File: src/design/assert_macros.svh
// assertion macros shared by the playout conditioner rtl
`ifndef ASSERT_MACROS_SVH
`define ASSERT_MACROS_SVH
`ifndef ASSERT_OFF
// property must hold at every clock edge outside reset
`define JBPC_ASSERT(lbl, clk, rst_n, prop) \
    lbl: assert property (@(posedge clk) disable iff (!rst_n) prop) \
        else $error("jbpc property violated");
// condition must never be seen outside reset
`define JBPC_NEVER(lbl, clk, rst_n, cond) \
    lbl: assert property (@(posedge clk) disable iff (!rst_n) !(cond)) \
        else $error("jbpc forbidden condition seen");
`else
`define JBPC_ASSERT(lbl, clk, rst_n, prop)
`define JBPC_NEVER(lbl, clk, rst_n, cond)
`endif
`endif

File: src/design/jbpc_ram.sv
// generic single-port-write, single-port-read ram with registered read
module jbpc_ram #(
    parameter int WIDTH = 8,
    parameter int DEPTH = 16
) (
    input  logic                     i_clk,
    input  logic                     i_we,
    input  logic [$clog2(DEPTH)-1:0] i_waddr,
    input  logic [WIDTH-1:0]         i_wdata,
    input  logic                     i_re,
    input  logic [$clog2(DEPTH)-1:0] i_raddr,
    output logic [WIDTH-1:0]         o_rdata
);

    logic [WIDTH-1:0] r_mem [DEPTH];
    logic [WIDTH-1:0] r_rdata;

    // write port
    always_ff @(posedge i_clk) begin
        if (i_we) begin
            r_mem[i_waddr] <= i_wdata;
        end
    end

    // registered read port
    always_ff @(posedge i_clk) begin
        if (i_re) begin
            r_rdata <= r_mem[i_raddr];
        end
    end

    assign o_rdata = r_rdata;

endmodule

File: config.mk
export PLATFORM = sky130hd
export DESIGN_NAME = jbpc_ram
export DESIGN_NICKNAME = d
export VERILOG_FILES = /design/src/design/assert_macros.svh /design/src/design/jbpc_ram.sv
export SDC_FILE = /design/constraint.sdc
export NUM_CORES = 1
export LEC_CHECK = 0
export ABC_CLOCK_PERIOD_IN_PS = 1700
export BUFFER_PORTS_ARGS = -buffer_cell sky130_fd_sc_hd__buf_4
export CAP_MARGIN = 20
export CORE_ASPECT_RATIO = 1.4
export CORE_UTILIZATION = 45
export CTS_CLUSTER_DIAMETER = 120
export CTS_CLUSTER_SIZE = 25
export DETAILED_ROUTE_END_ITERATION = 12
export PLACE_DENSITY = 0.75
export REMOVE_ABC_BUFFERS = 1
export SLEW_MARGIN = 20
export SYNTH_ARGS = -nofsm -noshare
export SYNTH_HDL_FRONTEND = slang
export SYNTH_SLANG_ARGS = --single-unit
File: constraint.sdc
create_clock -name i_clk -period 1.7 [get_ports i_clk]
set_input_delay 0.255 -clock i_clk [delete_from_list [all_inputs] [get_ports i_clk]]
set_output_delay 0.255 -clock i_clk [all_outputs]
set_load 0.02 [all_outputs]
== Word-level counts from Yosys, hierarchy flattened ==
Memories as Yosys holds them, arrays and structs flattened. A register that Yosys moved wholly into a read port is not among the register bits.
Cells that the tools add are included.
Cells by class
  muxes and demuxes: 2
Operators by type and width (count)
  1-bit two-way mux: 2
Word-level totals
  input port bits: 19
  memory bits (writable): 128
  bits in registers: 0
  memories kept: 1
  output and inout port bits: 8
Memory list
  r_mem: depth 16, width 8, read ports 1, clocked after memory_dff 1, write ports 1, RTL line jbpc_ram.sv:15  | logic [WIDTH-1:0] r_mem [DEPTH];

== Depth between registers and ports, before layout ==
  depth in word-level cells: 2
  mapped depth: 5
  depth with buffers taken out: 3

== Worst setup path before layout ==
OpenSTA, ideal clock, no wires.
  path type: input-to-reg
  from: input port i_waddr[2]
  to: memory r_mem[0][0], enable pin
  path slack: -48 ps
  setup time: 383 ps
  data arrival time: 1365 ps
  stages on the path: 2
  cell sequence: or3b_2 -> nor3_1
RTL lines
  start, declared: RTL line jbpc_ram.sv:8  | input logic [$clog2(DEPTH)-1:0] i_waddr,
  end, declared: RTL line jbpc_ram.sv:15
Straight into the memory's write port.

==> impl_metrics.py <==
metrics = {
    "clocking": {
        "clockBufferDepth": 2,
        "cts_tree": "built",
        "hold_buffers": 0,
        "path_clk_slew_ns": 0.05,
        "cts_made_buffers": 17,
        "htree_levels": 4,
        "ctsResizeCount": 0,
        "clk_latency_ns": 0.41,
        "post-cts-setup-buffers": 0,
        "cts-root-buf": "clkbuf_16",
        "cts_num_sinks": 136,
    },
    "synth": {
        "synthesis.area_mm2": 0.00523,
        "synth_area_leaders": "edfxtp_1 78%, mux4_2 7.8%, mux4_1 7.0%",
        "syn_inst": 229,
        "ys_seq_elements": 136,
        "yosysWarnings": 0,
        "synth_fa_ha_area_share_pct": 0,
        "synth_xor_area_share_pct": 0,
        "yosysSeqAreaShare_pct": 78.1,
        "synth_top_family_by_area": "multiplexers",
        "syn_avg_cell_area_um2": 22.8,
        "synth.area.mux_share_pct": 14.8,
        "synth_cell_types": 18,
        "synth.top_cell.area_share_pct": 78.1,
        "synth_compound_area_share_pct": 2.30,
        "synth-simple-area-share_pct": 3.14,
        "yosysTopAreaCell": "edfxtp_1",
    },
    "finish": {
        "n_fill_cell": 831,
        "final_cells": 448,
        "mostFrequentLayoutCells": "136 x edfxtp_1, 51 x buf_4, 18 x mux4_2",
        "areaGrowthSynthToFinish_pct": 20.7,
        "final_common_cell": "edfxtp_1",
        "diodes": 0,
        "fin_area_mm2": 0.00631,
        "drive_above_1_share_pct": 32.6,
        "final_nets": 311,
    },
    "worst_hold_path": {
        "whs_endpoint": "r_mem[13][3]",
        "hold_depth": 1,
        "hold_path.class": "in2reg",
        "holdCritStartpoint": "i_wdata[3]",
    },
    "floorplanning": {
        "die_w_um": 93.1,
        "dieArea_mm2": 0.0121,
        "num_rows": 46,
        "die_h_um": 130,
        "core_mm2": 0.0113,
        "start_util_pct": 46.1,
        "ios": 27,
    },
    "setup_path": {
        "cp_top_family": "multiplexers",
        "critPathMaxStageDelay_ns": 0.49,
        "crit_slowest_cell": "mux4_1",
        "cp.required_ns": 1.85,
        "path_class": "reg2reg",
        "crit_fanout": 1,
        "r2r_cells": 3,
        "arrival_ns": 1.60,
        "critPathCaptureType": "register",
        "startpoint_type": "register",
        "path_buf_inv": 0,
        "path_cells": "mux4_1 > a22oi_1 > nand2_1",
        "r2r_slack_ns": 0.25,
        "r2r_end": "o_rdata[2]",
        "r2r-start": "r_mem[0][2]",
    },
    "global_routing": {
        "grt_pass1_wl_mm": 15.3,
        "grt_max_degree": 21,
        "overflow": 0,
        "antenna_found_initial": 0,
        "track_usage_pct": 18.6,
        "grt_pass1_vias": 2617,
    },
    "placement": {
        "place_congestion": 0.746,
        "dp_cells": 417,
        "dpl.hpwl_mm": 6.58,
        "placed_cell_area_mm2": 0.00576,
        "port_buffers": 26,
    },
    "timing": {
        "grt_setup_unrepaired": "no",
        "setup_violations": 0,
        "timing.final.crit_share_pct": 85.1,
        "finalMaxSlewViolations": 0,
        "max_slew_margin_pct": 72.6,
        "tightest_slew_ns": 0.411,
        "fin_skew_ns": 0.00766,
        "max_freq_mhz": 691,
        "fin_crit_ns": 1.45,
        "finalHoldViolCount": 0,
    },
    "flow_run": {
        "drv_cap": 0,
    },
    "routing": {
        "ant_nets": 0,
        "drtIter0Drc": 200,
        "viasPerCell": 5.58,
        "wl_mm": 10.1,
        "avgRoutedWirePerCell_um": 22.6,
        "routed-via-count": 2501,
        "drc": 0,
        "firstDrtPassIters": 4,
    },
    "power_and_ir_drop": {
        "p_leak_nw": 2.16,
        "cellPowerDensity_mw_per_mm2": 1190,
        "ir_worst_vdd_v": 0.000733,
    },
    "status": {
        "status": "finished clean",
    },
}
==> kinds of logic after synthesis <==
group / after synthesis
DFF: 136
muxes: 32
buffers and inverters: 10
AOI/OAI and AO/OA: 16
and+or+nand+nor: 35
==> worst max-delay path by stage <==
| stage | startpoint | to | slack (ns) | depth (start not counted) |
|---|---|---|---|---|
| 2_1_floorplan | i_waddr[2] | r_mem[0][0] | -0.05 | 2 |
| 3_3_place_gp | i_raddr[0] | o_rdata[1] | -0.009 | 5 |
| 3_5_place_dp | i_raddr[0] | o_rdata[3] | -0.02 | 5 |
| 4_1_cts | r_mem[7][6] | o_rdata[6] | 0.24 | 3 |
| 5_1_grt | r_mem[7][6] | o_rdata[6] | 0.16 | 3 |
| 6_report | r_mem[0][2] | o_rdata[2] | 0.25 | 3 |
==> per-layer routing <==
| layer | vias to the layer above | global-route usage (%) | part of all wire [%] |
|---|---|---|---|
| li1 | 1106 | - | - |
| met1 | 1275 | 22.0 | 40 |
| met2 | 107 | 31.0 | 53 |
| met3 | 13 | 6.10 | 5.5 |
| met4 | 0 | 8.60 | 2.0 |
| met5 | - | 0 | 0 |
==> area by class of cell <==
cell class / count / area (um^2) / area share, %
tap: 144 / 180 / 2.86
multi-input combinational: 83 / 1060 / 16.8
clock inverter: 11 / 108 / 1.71
sequential: 136 / 4080 / 64.7
clock buffer: 20 / 437 / 6.92
timing repair buffer: 54 / 443 / 7.02
==> cells in the mapped netlist (all sizes together) <==
cell and number:
a22oi 16, and2 1, and2b 1, buf 7
clkdlybuf4s25 3, edfxtp 136, mux4 32, nand2 9
nand2b 2, nand3 1, nand3b 2, nor2 13
nor2b 1, nor3 4, or3b 1
==> sequential cells by signal, summed over array words and instances, names as in the netlist <==
signal and cells:
r_mem 128, o_rdata 8
==> where the power goes <==
group / switching [W] / internal, W
clock: 0.00121 / 0.00212
sequential: 0.0000205 / 0.00378
combinational: 0.000213 / 0.000184
==> stage by stage <==
| step | worst slack [ns] | total power, W | hold slack, ns | TNS, ns | util (%) |
|---|---|---|---|---|---|
| floorplan | -0.0479 | 0.00403 | 0.354 | -0.383 | - |
| global placement | -0.00875 | 0.00426 | 0.545 | -0.0102 | 50.8 |
| detailed placement | -0.0248 | 0.00427 | 0.564 | -0.0248 | 50.8 |
| CTS | 0.238 | 0.00760 | 0.132 | 0 | 55.6 |
| global route | 0.163 | 0.00778 | 0.145 | 0 | 55.6 |
| finish | 0.253 | 0.00753 | 0.153 | 0 | 55.6 |
No activity file was read; power rests on OpenSTA's default activity.
